==> src/sv/sha256_pkg.sv <==
// shared types, constants and round functions for the sha-256 hasher
// no dependencies; imported by every module of the block

package sha256_pkg;

	localparam int WORD_W = 32;
	localparam int WIN_D = 16;
	localparam int ROUNDS = 64;

	localparam logic [WORD_W-1:0] ROUND_K [ROUNDS] = '{
		32'h428a2f98, 32'h71374491, 32'hb5c0fbcf, 32'he9b5dba5,
		32'h3956c25b, 32'h59f111f1, 32'h923f82a4, 32'hab1c5ed5,
		32'hd807aa98, 32'h12835b01, 32'h243185be, 32'h550c7dc3,
		32'h72be5d74, 32'h80deb1fe, 32'h9bdc06a7, 32'hc19bf174,
		32'he49b69c1, 32'hefbe4786, 32'h0fc19dc6, 32'h240ca1cc,
		32'h2de92c6f, 32'h4a7484aa, 32'h5cb0a9dc, 32'h76f988da,
		32'h983e5152, 32'ha831c66d, 32'hb00327c8, 32'hbf597fc7,
		32'hc6e00bf3, 32'hd5a79147, 32'h06ca6351, 32'h14292967,
		32'h27b70a85, 32'h2e1b2138, 32'h4d2c6dfc, 32'h53380d13,
		32'h650a7354, 32'h766a0abb, 32'h81c2c92e, 32'h92722c85,
		32'ha2bfe8a1, 32'ha81a664b, 32'hc24b8b70, 32'hc76c51a3,
		32'hd192e819, 32'hd6990624, 32'hf40e3585, 32'h106aa070,
		32'h19a4c116, 32'h1e376c08, 32'h2748774c, 32'h34b0bcb5,
		32'h391c0cb3, 32'h4ed8aa4a, 32'h5b9cca4f, 32'h682e6ff3,
		32'h748f82ee, 32'h78a5636f, 32'h84c87814, 32'h8cc70208,
		32'h90befffa, 32'ha4506ceb, 32'hbef9a3f7, 32'hc67178f2
	};

	localparam logic [WORD_W-1:0] INIT_H [8] = '{
		32'h6a09e667, 32'hbb67ae85, 32'h3c6ef372, 32'ha54ff53a,
		32'h510e527f, 32'h9b05688c, 32'h1f83d9ab, 32'h5be0cd19
	};

	localparam logic [7:0] PAD_MARK = 8'h80;
	localparam logic [5:0] LEN_FILL = 6'd56;

	typedef enum logic [2:0] {
		S_IDLE,
		S_PAD,
		S_ROUND,
		S_UPDATE,
		S_OUT
	} state_t;

	typedef enum logic [2:0] {
		PH_NONE,
		PH_MARK,
		PH_ZERO,
		PH_LEN,
		PH_DONE
	} phase_t;

	typedef struct packed {
		logic       push;
		logic [7:0] push_byte;
		logic       sched_en;
		logic       sched_new;
		logic [5:0] rnd;
		logic       round_en;
		logic       vars_load;
		logic       chain_add;
		logic       chain_rot;
		logic       chain_init;
	} ctrl_t;

	function automatic logic [WORD_W-1:0] big_s0(input logic [WORD_W-1:0] x);
		return {x[1:0], x[31:2]} ^ {x[12:0], x[31:13]} ^ {x[21:0], x[31:22]};
	endfunction

	function automatic logic [WORD_W-1:0] big_s1(input logic [WORD_W-1:0] x);
		return {x[5:0], x[31:6]} ^ {x[10:0], x[31:11]} ^ {x[24:0], x[31:25]};
	endfunction

	function automatic logic [WORD_W-1:0] sml_s0(input logic [WORD_W-1:0] x);
		return {x[6:0], x[31:7]} ^ {x[17:0], x[31:18]} ^ {3'b000, x[31:3]};
	endfunction

	function automatic logic [WORD_W-1:0] sml_s1(input logic [WORD_W-1:0] x);
		return {x[16:0], x[31:17]} ^ {x[18:0], x[31:19]} ^ {10'd0, x[31:10]};
	endfunction

endpackage

==> src/sv/sha256_if.sv <==
// valid/ready channel interfaces for message bytes and digest words
// no dependencies

interface sha256_in_if;
	logic       valid;
	logic       ready;
	logic [7:0] byte_value;
	logic       byte_present;
	logic       end_of_message;

	modport source (output valid, byte_value, byte_present, end_of_message, input ready);
	modport sink (input valid, byte_value, byte_present, end_of_message, output ready);
endinterface

interface sha256_out_if;
	logic        valid;
	logic        ready;
	logic [31:0] digest_word;
	logic [2:0]  word_index;
	logic        last_word;

	modport source (output valid, digest_word, word_index, last_word, input ready);
	modport sink (input valid, digest_word, word_index, last_word, output ready);
endinterface

==> src/sv/sha256_sched.sv <==
// block buffer and message schedule window, one byte or one schedule word per cycle
// depends on sha256_pkg

module sha256_sched import sha256_pkg::*; (
	input  logic              clk,
	input  ctrl_t             ctrl,
	output logic [WORD_W-1:0] wk
);

	// word 15 is the oldest entry of the window
	logic [WIN_D-1:0][WORD_W-1:0] win_q;
	logic [WORD_W-1:0]            w_new;
	logic [WORD_W-1:0]            w_sel;
	logic [WORD_W-1:0]            wk_q;

	assign w_new = sml_s1(win_q[1]) + win_q[6] + sml_s0(win_q[14]) + win_q[15];
	assign w_sel = ctrl.sched_new ? w_new : win_q[15];

	always_ff @(posedge clk) begin
		if (ctrl.push) begin
			win_q <= (WIN_D*WORD_W)'({win_q, ctrl.push_byte});
		end else if (ctrl.sched_en) begin
			win_q <= {win_q[WIN_D-2:0], w_sel};
			wk_q <= w_sel + ROUND_K[ctrl.rnd];
		end
	end

	assign wk = wk_q;

endmodule

==> src/sv/sha256_round.sv <==
// working variables, one compression round per cycle, and the chaining words
// depends on sha256_pkg

module sha256_round import sha256_pkg::*; (
	input  logic              clk,
	input  logic              arst_n,
	input  ctrl_t             ctrl,
	input  logic [WORD_W-1:0] wk,
	output logic [WORD_W-1:0] head_word
);

	logic [WORD_W-1:0] v_q [8];
	logic [WORD_W-1:0] chain_q [8];
	logic [WORD_W-1:0] t1;
	logic [WORD_W-1:0] t2;
	logic [WORD_W-1:0] ch;
	logic [WORD_W-1:0] mj;

	assign ch = (v_q[4] & v_q[5]) ^ (~v_q[4] & v_q[6]);
	assign mj = (v_q[0] & v_q[1]) ^ (v_q[0] & v_q[2]) ^ (v_q[1] & v_q[2]);
	assign t1 = v_q[7] + big_s1(v_q[4]) + ch + wk;
	assign t2 = big_s0(v_q[0]) + mj;

	always_ff @(posedge clk) begin
		if (ctrl.vars_load) begin
			for (int i = 0; i < 8; i++) begin
				v_q[i] <= chain_q[i];
			end
		end else if (ctrl.round_en) begin
			v_q[7] <= v_q[6];
			v_q[6] <= v_q[5];
			v_q[5] <= v_q[4];
			v_q[4] <= v_q[3] + t1;
			v_q[3] <= v_q[2];
			v_q[2] <= v_q[1];
			v_q[1] <= v_q[0];
			v_q[0] <= t1 + t2;
		end
	end

	always_ff @(posedge clk or negedge arst_n) begin
		if (!arst_n) begin
			for (int i = 0; i < 8; i++) begin
				chain_q[i] <= INIT_H[i];
			end
		end else if (ctrl.chain_init) begin
			for (int i = 0; i < 8; i++) begin
				chain_q[i] <= INIT_H[i];
			end
		end else if (ctrl.chain_add) begin
			for (int i = 0; i < 8; i++) begin
				chain_q[i] <= chain_q[i] + v_q[i];
			end
		end else if (ctrl.chain_rot) begin
			for (int i = 0; i < 7; i++) begin
				chain_q[i] <= chain_q[i+1];
			end
			chain_q[7] <= chain_q[0];
		end
	end

	assign head_word = chain_q[0];

endmodule

==> src/sv/sha256_hasher.sv <==
// sha-256 hasher top level: sequencer, byte count and padding
// depends on sha256_pkg, sha256_if, sha256_sched, sha256_round

// Message bytes enter one item per cycle while the block is not full. The item
// that completes a 64-byte block starts a compression that holds ready low:
// the rounds run through the single shared round unit (schedule word and round
// constant are added and registered ahead of the round), then the working
// variables are folded into the chaining words. An item with end_of_message
// then generates the padding one byte per cycle outside compressions (the 0x80
// marker, zeros up to byte 56, eight length bytes), which costs one or two
// compressions, and delivers the eight digest words h0 first, one per accepted
// output item. Items with neither a byte nor the end flag are taken and ignored.
// The block accepts no input until the eighth digest word is taken.

module sha256_hasher import sha256_pkg::*; (
	input logic         clk,
	input logic         arst_n,
	sha256_in_if.sink   msg,
	sha256_out_if.source digest
);

	state_t       state_q, state_d;
	phase_t       phase_q, phase_d;
	logic [5:0]   fill_q, fill_d;
	logic [60:0]  msg_q, msg_d;
	logic [6:0]   rnd_q, rnd_d;
	logic [2:0]   len_cnt_q, len_cnt_d;
	logic [2:0]   oidx_q, oidx_d;
	ctrl_t        ctrl;
	logic [WORD_W-1:0] wk;
	logic [WORD_W-1:0] head_word;

	sha256_sched u_sched (
		.clk  (clk),
		.ctrl (ctrl),
		.wk   (wk)
	);

	sha256_round u_round (
		.clk       (clk),
		.arst_n    (arst_n),
		.ctrl      (ctrl),
		.wk        (wk),
		.head_word (head_word)
	);

	always_ff @(posedge clk or negedge arst_n) begin
		if (!arst_n) begin
			state_q   <= S_IDLE;
			phase_q   <= PH_NONE;
			fill_q    <= '0;
			msg_q     <= '0;
			rnd_q     <= '0;
			len_cnt_q <= '0;
			oidx_q    <= '0;
		end else begin
			state_q   <= state_d;
			phase_q   <= phase_d;
			fill_q    <= fill_d;
			msg_q     <= msg_d;
			rnd_q     <= rnd_d;
			len_cnt_q <= len_cnt_d;
			oidx_q    <= oidx_d;
		end
	end

	always_comb begin
		state_d   = state_q;
		phase_d   = phase_q;
		fill_d    = fill_q;
		msg_d     = msg_q;
		rnd_d     = rnd_q;
		len_cnt_d = len_cnt_q;
		oidx_d    = oidx_q;
		ctrl      = '0;
		msg.ready = 1'b0;
		digest.valid = 1'b0;
		unique case (state_q)
			S_IDLE: begin
				msg.ready = 1'b1;
				if (msg.valid) begin
					if (msg.byte_present) begin
						ctrl.push      = 1'b1;
						ctrl.push_byte = msg.byte_value;
						fill_d         = fill_q + 6'd1;
						msg_d          = msg_q + 61'd1;
					end
					if (msg.end_of_message) begin
						phase_d = PH_MARK;
					end
					if (msg.byte_present && fill_q == 6'd63) begin
						state_d        = S_ROUND;
						rnd_d          = '0;
						ctrl.vars_load = 1'b1;
					end else if (msg.end_of_message) begin
						state_d = S_PAD;
					end
				end
			end
			S_PAD: begin
				ctrl.push = 1'b1;
				fill_d    = fill_q + 6'd1;
				unique case (phase_q)
					PH_MARK: begin
						ctrl.push_byte = PAD_MARK;
						phase_d = (fill_d == LEN_FILL) ? PH_LEN : PH_ZERO;
					end
					PH_ZERO: begin
						ctrl.push_byte = 8'h00;
						phase_d = (fill_d == LEN_FILL) ? PH_LEN : PH_ZERO;
					end
					PH_LEN: begin
						// bit length goes out msb first, count shifted up a byte each time
						ctrl.push_byte = msg_q[60:53];
						msg_d     = {msg_q[52:0], 8'd0};
						len_cnt_d = len_cnt_q + 3'd1;
						if (len_cnt_q == 3'd7) begin
							phase_d = PH_DONE;
						end
					end
					default: begin
						ctrl.push = 1'b0;
						fill_d    = fill_q;
						state_d   = S_IDLE;
					end
				endcase
				if (ctrl.push && fill_q == 6'd63) begin
					state_d        = S_ROUND;
					rnd_d          = '0;
					ctrl.vars_load = 1'b1;
				end
			end
			S_ROUND: begin
				ctrl.sched_en  = (rnd_q != 7'(ROUNDS));
				ctrl.sched_new = (rnd_q >= 7'(WIN_D));
				ctrl.rnd       = rnd_q[5:0];
				ctrl.round_en  = (rnd_q != '0);
				rnd_d          = rnd_q + 7'd1;
				if (rnd_q == 7'(ROUNDS)) begin
					state_d = S_UPDATE;
					rnd_d   = '0;
				end
			end
			S_UPDATE: begin
				ctrl.chain_add = 1'b1;
				priority case (phase_q)
					PH_DONE: begin
						state_d = S_OUT;
						oidx_d  = '0;
					end
					PH_NONE: state_d = S_IDLE;
					default: state_d = S_PAD;
				endcase
			end
			S_OUT: begin
				digest.valid = 1'b1;
				if (digest.ready) begin
					ctrl.chain_rot = 1'b1;
					oidx_d = oidx_q + 3'd1;
					if (oidx_q == 3'd7) begin
						ctrl.chain_init = 1'b1;
						state_d   = S_IDLE;
						phase_d   = PH_NONE;
						fill_d    = '0;
						msg_d     = '0;
						len_cnt_d = '0;
					end
				end
			end
			default: state_d = S_IDLE;
		endcase
	end

	assign digest.digest_word = head_word;
	assign digest.word_index  = oidx_q;
	assign digest.last_word   = (oidx_q == 3'd7);

`ifndef SYNTH
	a_no_overlap: assert property (@(posedge clk) disable iff (!arst_n)
		!(msg.ready && digest.valid))
		else $error("input ready while digest item pending");

	a_round_bound: assert property (@(posedge clk) disable iff (!arst_n)
		state_q == S_ROUND |-> rnd_q <= 7'(ROUNDS))
		else $error("round counter past last round");

	a_last_idle: assert property (@(posedge clk) disable iff (!arst_n)
		digest.valid && digest.ready && digest.last_word |=> state_q == S_IDLE && fill_q == '0)
		else $error("block not reinitialized after last digest item");

	a_first_word: assert property (@(posedge clk) disable iff (!arst_n)
		$rose(digest.valid) |-> digest.word_index == 3'd0)
		else $error("digest does not start at word zero");
`endif

endmodule

==> src/flat_wrapper.sv <==
// flat-port wrapper written by rule: the top's interface ports become plain ports
module sha256_hasher_flat import sha256_pkg::*;
  (clk, arst_n, msg_valid, msg_byte_value, msg_byte_present, msg_end_of_message, msg_ready, digest_valid, digest_digest_word, digest_word_index, digest_last_word, digest_ready);
  sha256_in_if msg_i ();
  sha256_out_if digest_i ();
  input logic clk;
  input logic arst_n;
  input wire logic [$bits(msg_i.valid)-1:0] msg_valid;
  input wire logic [$bits(msg_i.byte_value)-1:0] msg_byte_value;
  input wire logic [$bits(msg_i.byte_present)-1:0] msg_byte_present;
  input wire logic [$bits(msg_i.end_of_message)-1:0] msg_end_of_message;
  output wire logic [$bits(msg_i.ready)-1:0] msg_ready;
  output wire logic [$bits(digest_i.valid)-1:0] digest_valid;
  output wire logic [$bits(digest_i.digest_word)-1:0] digest_digest_word;
  output wire logic [$bits(digest_i.word_index)-1:0] digest_word_index;
  output wire logic [$bits(digest_i.last_word)-1:0] digest_last_word;
  input wire logic [$bits(digest_i.ready)-1:0] digest_ready;
  assign msg_i.valid = msg_valid;
  assign msg_i.byte_value = msg_byte_value;
  assign msg_i.byte_present = msg_byte_present;
  assign msg_i.end_of_message = msg_end_of_message;
  assign msg_ready = msg_i.ready;
  assign digest_valid = digest_i.valid;
  assign digest_digest_word = digest_i.digest_word;
  assign digest_word_index = digest_i.word_index;
  assign digest_last_word = digest_i.last_word;
  assign digest_i.ready = digest_ready;
  sha256_hasher u_core (.clk(clk), .arst_n(arst_n), .msg(msg_i), .digest(digest_i));
endmodule
==> config.mk <==
export PLATFORM = sky130hd
export DESIGN_NAME = sha256_hasher_flat
export DESIGN_NICKNAME = d
export VERILOG_FILES = /design/src/sv/sha256_pkg.sv /design/src/sv/sha256_if.sv /design/src/sv/sha256_sched.sv /design/src/sv/sha256_round.sv /design/src/sv/sha256_hasher.sv /design/src/flat_wrapper.sv
export SDC_FILE = /design/constraint.sdc
export NUM_CORES = 2
export LEC_CHECK = 0
export ABC_AREA = 1
export BUFFER_PORTS_ARGS = -buffer_cell sky130_fd_sc_hd__buf_4
export CAP_MARGIN = 20
export CORE_MARGIN = 2
export CORE_UTILIZATION = 50
export CTS_BUF_LIST = sky130_fd_sc_hd__clkbuf_4
export CTS_CLUSTER_SIZE = 28
export DETAILED_ROUTE_END_ITERATION = 10
export PLACE_DENSITY_LB_ADDON = 0.12
export SETUP_SLACK_MARGIN = 0.4
export SLEW_MARGIN = 20
export SYNTH_ARGS = -nofsm -noshare
export SYNTH_HDL_FRONTEND = slang
export SYNTH_SLANG_ARGS = --single-unit
==> constraint.sdc <==
create_clock -name clk -period 14.45 [get_ports clk]
set_input_delay 1.445 -clock clk [delete_from_list [all_inputs] [get_ports clk]]
set_output_delay 1.445 -clock clk [all_outputs]
set_load 0.005 [all_outputs]
* Word level (Yosys, flattened, before mapping)
Memories as Yosys holds them, arrays and structs flattened. Index checks and enable logic that the tools add are counted. W data, S select, Z words.
Operators by class: eq/ne operators 29, multiplexer cells 75, reduce and logical (&&, ||, !) cells 21, $add $sub $neg 23, $lt $le $gt $ge 2, bitwise operators 27
Operator list (number):
- $mux W512 | 2
- $mux W256 | 3
- $add A32 B32 Y32 | 18
- $mux W32 | 11
- $mux W61 | 5
- $xor A32 B32 Y32 | 9
- $pmux W61 S3 | 1
- $and A32 B32 Y32 | 5
- $add A61 B1 Y61 const B | 1
- $mux W3 | 13
- $not A32 Y32 | 1
- $xor A32 B22 Y32 | 1
- $xor A32 B29 Y32 | 1
- $mux W6 | 5
- $mux W7 | 4
- $mux W9 | 3
- $pmux W3 S2 | 4
- $pmux W7 S3 | 1
- $pmux W6 S3 | 1
- $pmux W9 S2 | 1
- $reduce_and A6 Y1 | 3
- $ne A2 B2 Y1 const B | 8
- $pmux W8 S2 | 1
- $mux W1 | 15
- other kinds (32) | 60
Word-level totals: memory bits (writable) 256, output and inout port bits 38, memories 2, bits in read-only memories 2048, register bits 886, bits of input ports 14
Memories:
- (no name shown) | words 64, bits a word 32, rd ports 1, clocked after memory_dff 0, wr ports 0, RTL line sha256_sched.sv:24 | wk_q <= w_sel + ROUND_K[ctrl.rnd];
- u_core.u_round.v_q | words 8, bits a word 32, rd ports 8, clocked after memory_dff 0, wr ports 8, RTL line sha256_round.sv:12 | logic [WORD_W-1:0] v_q [8];

* Longest topological paths before layout
word-level depth 10, gate-level depth with buffers 37, gate-level depth less buffers 36

* By module
Synthesis repeated with hierarchy kept, for this count alone.
Unflattened totals: cells, all modules 11324, area total of the unflattened synthesis 85908.6 um^2
By module, submodules not included:
- sha256_round | sequential area each 14263.7 um^2, times used 1, area an instance 48386.4 um^2, cells each 6774
- sha256_sched | sequential area each 16335.7 um^2, times used 1, area an instance 31435.1 um^2, cells each 3610
- sha256_hasher | sequential area each 2152.1 um^2, times used 1, area an instance 6087.1 um^2, cells each 940

* Least setup slack after synthesis
No wires, ideal clock.
path kind register to register, from register u_core.rnd_q[0], to register u_core.u_sched.win_q[0] in the netlist's numbering, enable pin, cell stages (with the launch flop) 9, required time 13.547 ns, path slack 0.135 ns, path buffers 1, arrival time 13.412 ns, path through dfrtp_1 -> clkbuf_1 -> inv_1 -> ha_1 -> nand3_1 -> nor4_1 -> nor2_1 -> inv_1 -> nand2_1
On the way: cells in the longest elaborated chain, start to end 3
Ends and longest elaborated chain:
- from (decl) | RTL line sha256_hasher.sv:26 | logic [6:0] rnd_q, rnd_d;
- from (signal assigned) | RTL line sha256_hasher.sv:61 | rnd_q <= rnd_d;
- $ne A7 B7 Y1 | RTL line sha256_hasher.sv:134 | ctrl.sched_en = (rnd_q != 7'(ROUNDS));
- $mux W9 | RTL line sha256_hasher.sv:78 | unique case (state_q)
- $reduce_bool A2 Y1 (no source line)
- to (signal assigned) | RTL line sha256_sched.sv:21 | win_q <= (WIN_D*WORD_W)'({win_q, ctrl.push_byte});
- to (signal assigned) | RTL line sha256_sched.sv:23 | win_q <= {win_q[WIN_D-2:0], w_sel};
- to (decl) | RTL line sha256_sched.sv:11 | logic [WIN_D-1:0][WORD_W-1:0] win_q;
Every way passes these cells. A chain may end at the register's enable or synchronous reset.

==> results.json <==
{
  "worstHoldPathType": "in -> reg",
  "cts_root_buf": "clkbuf_4",
  "core_region_area_um2": 171000,
  "h-tree-depth": 5,
  "cts.clk_slew.worst_paths_ns": 0.07,
  "cts_sinks": 1142,
  "arrival_ns": 8.04,
  "regArea_um2": 32800,
  "dieArea_um2": 175000,
  "fmax_ghz": 0.144,
  "fillers": 16700,
  "ys_warn_count": 0,
  "maxCapViolCount": 0,
  "grt_antenna_before_repair": 15,
  "place_congestion": 1.07,
  "worstReg2RegStart": "u_core.u_round.v_q[1][4]$_DFFE_PP_",
  "viasPerCell": 6.01,
  "critical_path_class": "reg -> reg",
  "syn_avg_cell_area_um2": 7.63,
  "synth_top_area_share_pct": 28.0,
  "post_cts_resized": 0,
  "crit_path_end_kind": "flip-flop",
  "rr_worst_depth": 23,
  "ant_nets": 0,
  "layout_commonest_cell": "nand2_1",
  "placedCellCount": 13100,
  "cp-start-kind": "flip-flop",
  "clock_path_buffers": 4,
  "hpwl_um": 269000,
  "cts_tree": "yes",
  "ys_ff_latch": 1142,
  "ys.flop_type": "edfxtp_1",
  "finalSetupViolCount": 0,
  "slew_headroom_pct": 17.3,
  "r2r-end": "u_core.u_round.v_q[0][30]$_DFFE_PP_",
  "vias": 82500,
  "io_buffers": 51,
  "cts_setup_buffers": 0,
  "syn-instance-count": 11300,
  "ys_seq_area_share_pct": 38.1,
  "wire_per_inst_um": 25.6,
  "chipWidth_um": 418,
  "synth-edff-count": 800,
  "fin_cells": 13700,
  "cts_buffers": 336,
  "rsz0062_at_grt": "no",
  "final_hold_viol_count": 0,
  "wl_um": 351000,
  "cp_data_required_time_ns": 15.54,
  "ys_types": 60,
  "drtIter0Drc": 9948,
  "drc": 0,
  "grt_pass1_wl_um": 510000,
  "status": "complete, no violations",
  "multiInputGateArea_um2": 45700,
  "maxSlewViolCount": 0,
  "hold_buffers": 1,
  "drive_gt1_share_pct": 7.46,
  "synth.area.top_cells": "edfxtp_1 (28%), nand2_1 (12%), o21ai_0 (6.8%)",
  "synth.net_count": 11900,
  "period_minus_slack_ns": 6.95,
  "area_delta_synth_final_pct": 6.93,
  "final_cell_mix": "nand2_1 (2,731), inv_1 (1,412), o21ai_0 (1,168)",
  "post-route-period-util_pct": 48.1,
  "io_pins": 52,
  "start_util_pct": 50.2,
  "fin_worst_skew_ns": 0.102,
  "synth_top_area_cell": "edfxtp_1",
  "async_flop_share_pct": 29.9,
  "netlist_area_um2": 85900,
  "worst_pin_slew_ns": 1.24,
  "finish.net_count": 11800,
  "grtUsageTotal_pct": 39.3,
  "startpoint": "u_core.u_round.v_q[1][4]$_DFFE_PP_",
  "path_max_fanout": 7,
  "num_rows": 152,
  "grt_overflow_total": 0,
  "grt_pass1_vias": 78200,
  "fin_tns_setup_ns": 0,
  "first_pass_iters": 6,
  "die_h_um": 418,
  "grt_start_max_net_pins": 259,
  "insertion_delay_ns": 1.39,
  "r2r_slack_ns": 7.50,
  "critical_path.endpoint": "u_core.u_round.v_q[0][30]$_DFFE_PP_"
}
## cell usage after synthesis (all sizes together), types with 6 or more instances
cell,instances
a21oi,917
xnor2,170
nand3b,41
or2,45
edfxtp,800
a21o,66
nor2,839
nor4,21
and3,10
nand3,560
o211ai,40
nor3,108
o22ai,34
inv,1426
o21ai,1266
o21bai,55
o311ai,7
a22oi,90
buf,212
a21boi,41
mux2i,8
o221ai,6
o2111ai,7
nor3b,10
fa,166
xor2,279
nand2,2737
ha,428
nand4,139
dfrtp,206
a31oi,43
dfstp,136
o21a,41
clkbuf,259
## layer usage
metal / part of all wire [%] / vias to the layer above / global-route usage [%]
met2: 43 / 4412 / 59.4
met3: 9.8 / 1086 / 9.25
met5: 0.055 / - / 0
li1: - / 37700 / -
met1: 39 / 39300 / 50.6
met4: 7.5 / 18 / 25.1
## stage by stage
step / area [um^2] / hold slack (ns) / setup slack [ns] / util, %
finish: 91800 / 0.471 / 7.50 / 53.6
global route: 91800 / 0.380 / 7.10 / 53.6
detailed placement: 87500 / 0.477 / 7.62 / 51.1
CTS: 91700 / 0.367 / 7.61 / 53.6
floorplan: 85900 / 0.456 / 4.97 / -
global placement: 87500 / 0.473 / 7.58 / 51.1
## final cells by class
type | count | share of cell area [%]
Clock buffer | 509 | 4.16
Antenna cell | 19 | 0.0518
Inverter | 1427 | 5.86
Timing Repair Buffer | 110 | 0.983
Multi-Input combinational cell | 8212 | 49.8
Sequential cell | 1142 | 35.7
Tap cell | 2233 | 3.04
Clock inverter | 75 | 0.413
## critical path, cell delays in order, from the launching register on
cell and delay, ns:
edfxtp_1 0.66, o21ai_0 0.72, fa_1 0.58, fa_1 0.45
ha_1 0.37, nand2_1 0.07, nand2_1 0.08, a31o_2 0.15
a21oi_1 0.11, o21ai_0 0.44, nand4_1 0.28, nand3b_1 0.16
nand2_1 0.26, fa_1 0.58, inv_1 0.05, ha_1 0.39
a21oi_1 0.39, o21bai_1 0.10, a21oi_1 0.25, o21ai_0 0.15
a21oi_1 0.17, nand3_1 0.10, nand3_1 0.09, nand2_1 0.07
## flip-flops by register name, summed over array words and instances (netlist names)
name,count
u_core.u_sched.win_q,512
u_core.u_round.v_q,256
u_core.u_round.chain_q,224
u_core.msg_q,61
u_core.u_round.head_word,32
u_core.u_sched.wk,32
u_core.rnd_q,7
u_core.fill_q,6
u_core.digest.word_index,3
u_core.len_cnt_q,3
u_core.phase_q,3
u_core.state_q,3
## worst min path at each step
stage,from,endpoint,slack [ns],cells past startpoint
4_1_cts,msg_byte_value[2],u_core.u_sched.win_q[2]$_DFFE_PP_,0.37,3
3_5_place_dp,u_core.len_cnt_q[2]$_DFFE_PN0P_,u_core.len_cnt_q[2]$_DFFE_PN0P_,0.48,2
2_1_floorplan,u_core.len_cnt_q[2]$_DFFE_PN0P_,u_core.len_cnt_q[2]$_DFFE_PN0P_,0.46,2
6_report,digest_ready,u_core.state_q[2]$_DFFE_PN0P_,0.47,4
3_3_place_gp,u_core.len_cnt_q[2]$_DFFE_PN0P_,u_core.len_cnt_q[2]$_DFFE_PN0P_,0.47,2
5_1_grt,msg_byte_value[2],u_core.u_sched.win_q[2]$_DFFE_PP_,0.38,3
## cells by family (layout without fill, tap and decap cells)
family	count (synthesis)	after routing	share of synthesized area, %
and+or+nand+nor	4519	4519	21.7
AOI/OAI and AO/OA	2639	2639	16.7
buffers and inverters	1898	2121	8.71
DFF	1142	1142	38.1
adders and majority gates	597	597	10.1
xor gates and xnor gates	449	449	4.58
muxes	8	8	0.0933
other	0	19	0
Power is not shown: default switching activity piles up to over one toggle a cycle in this logic, so the estimate is an artifact.
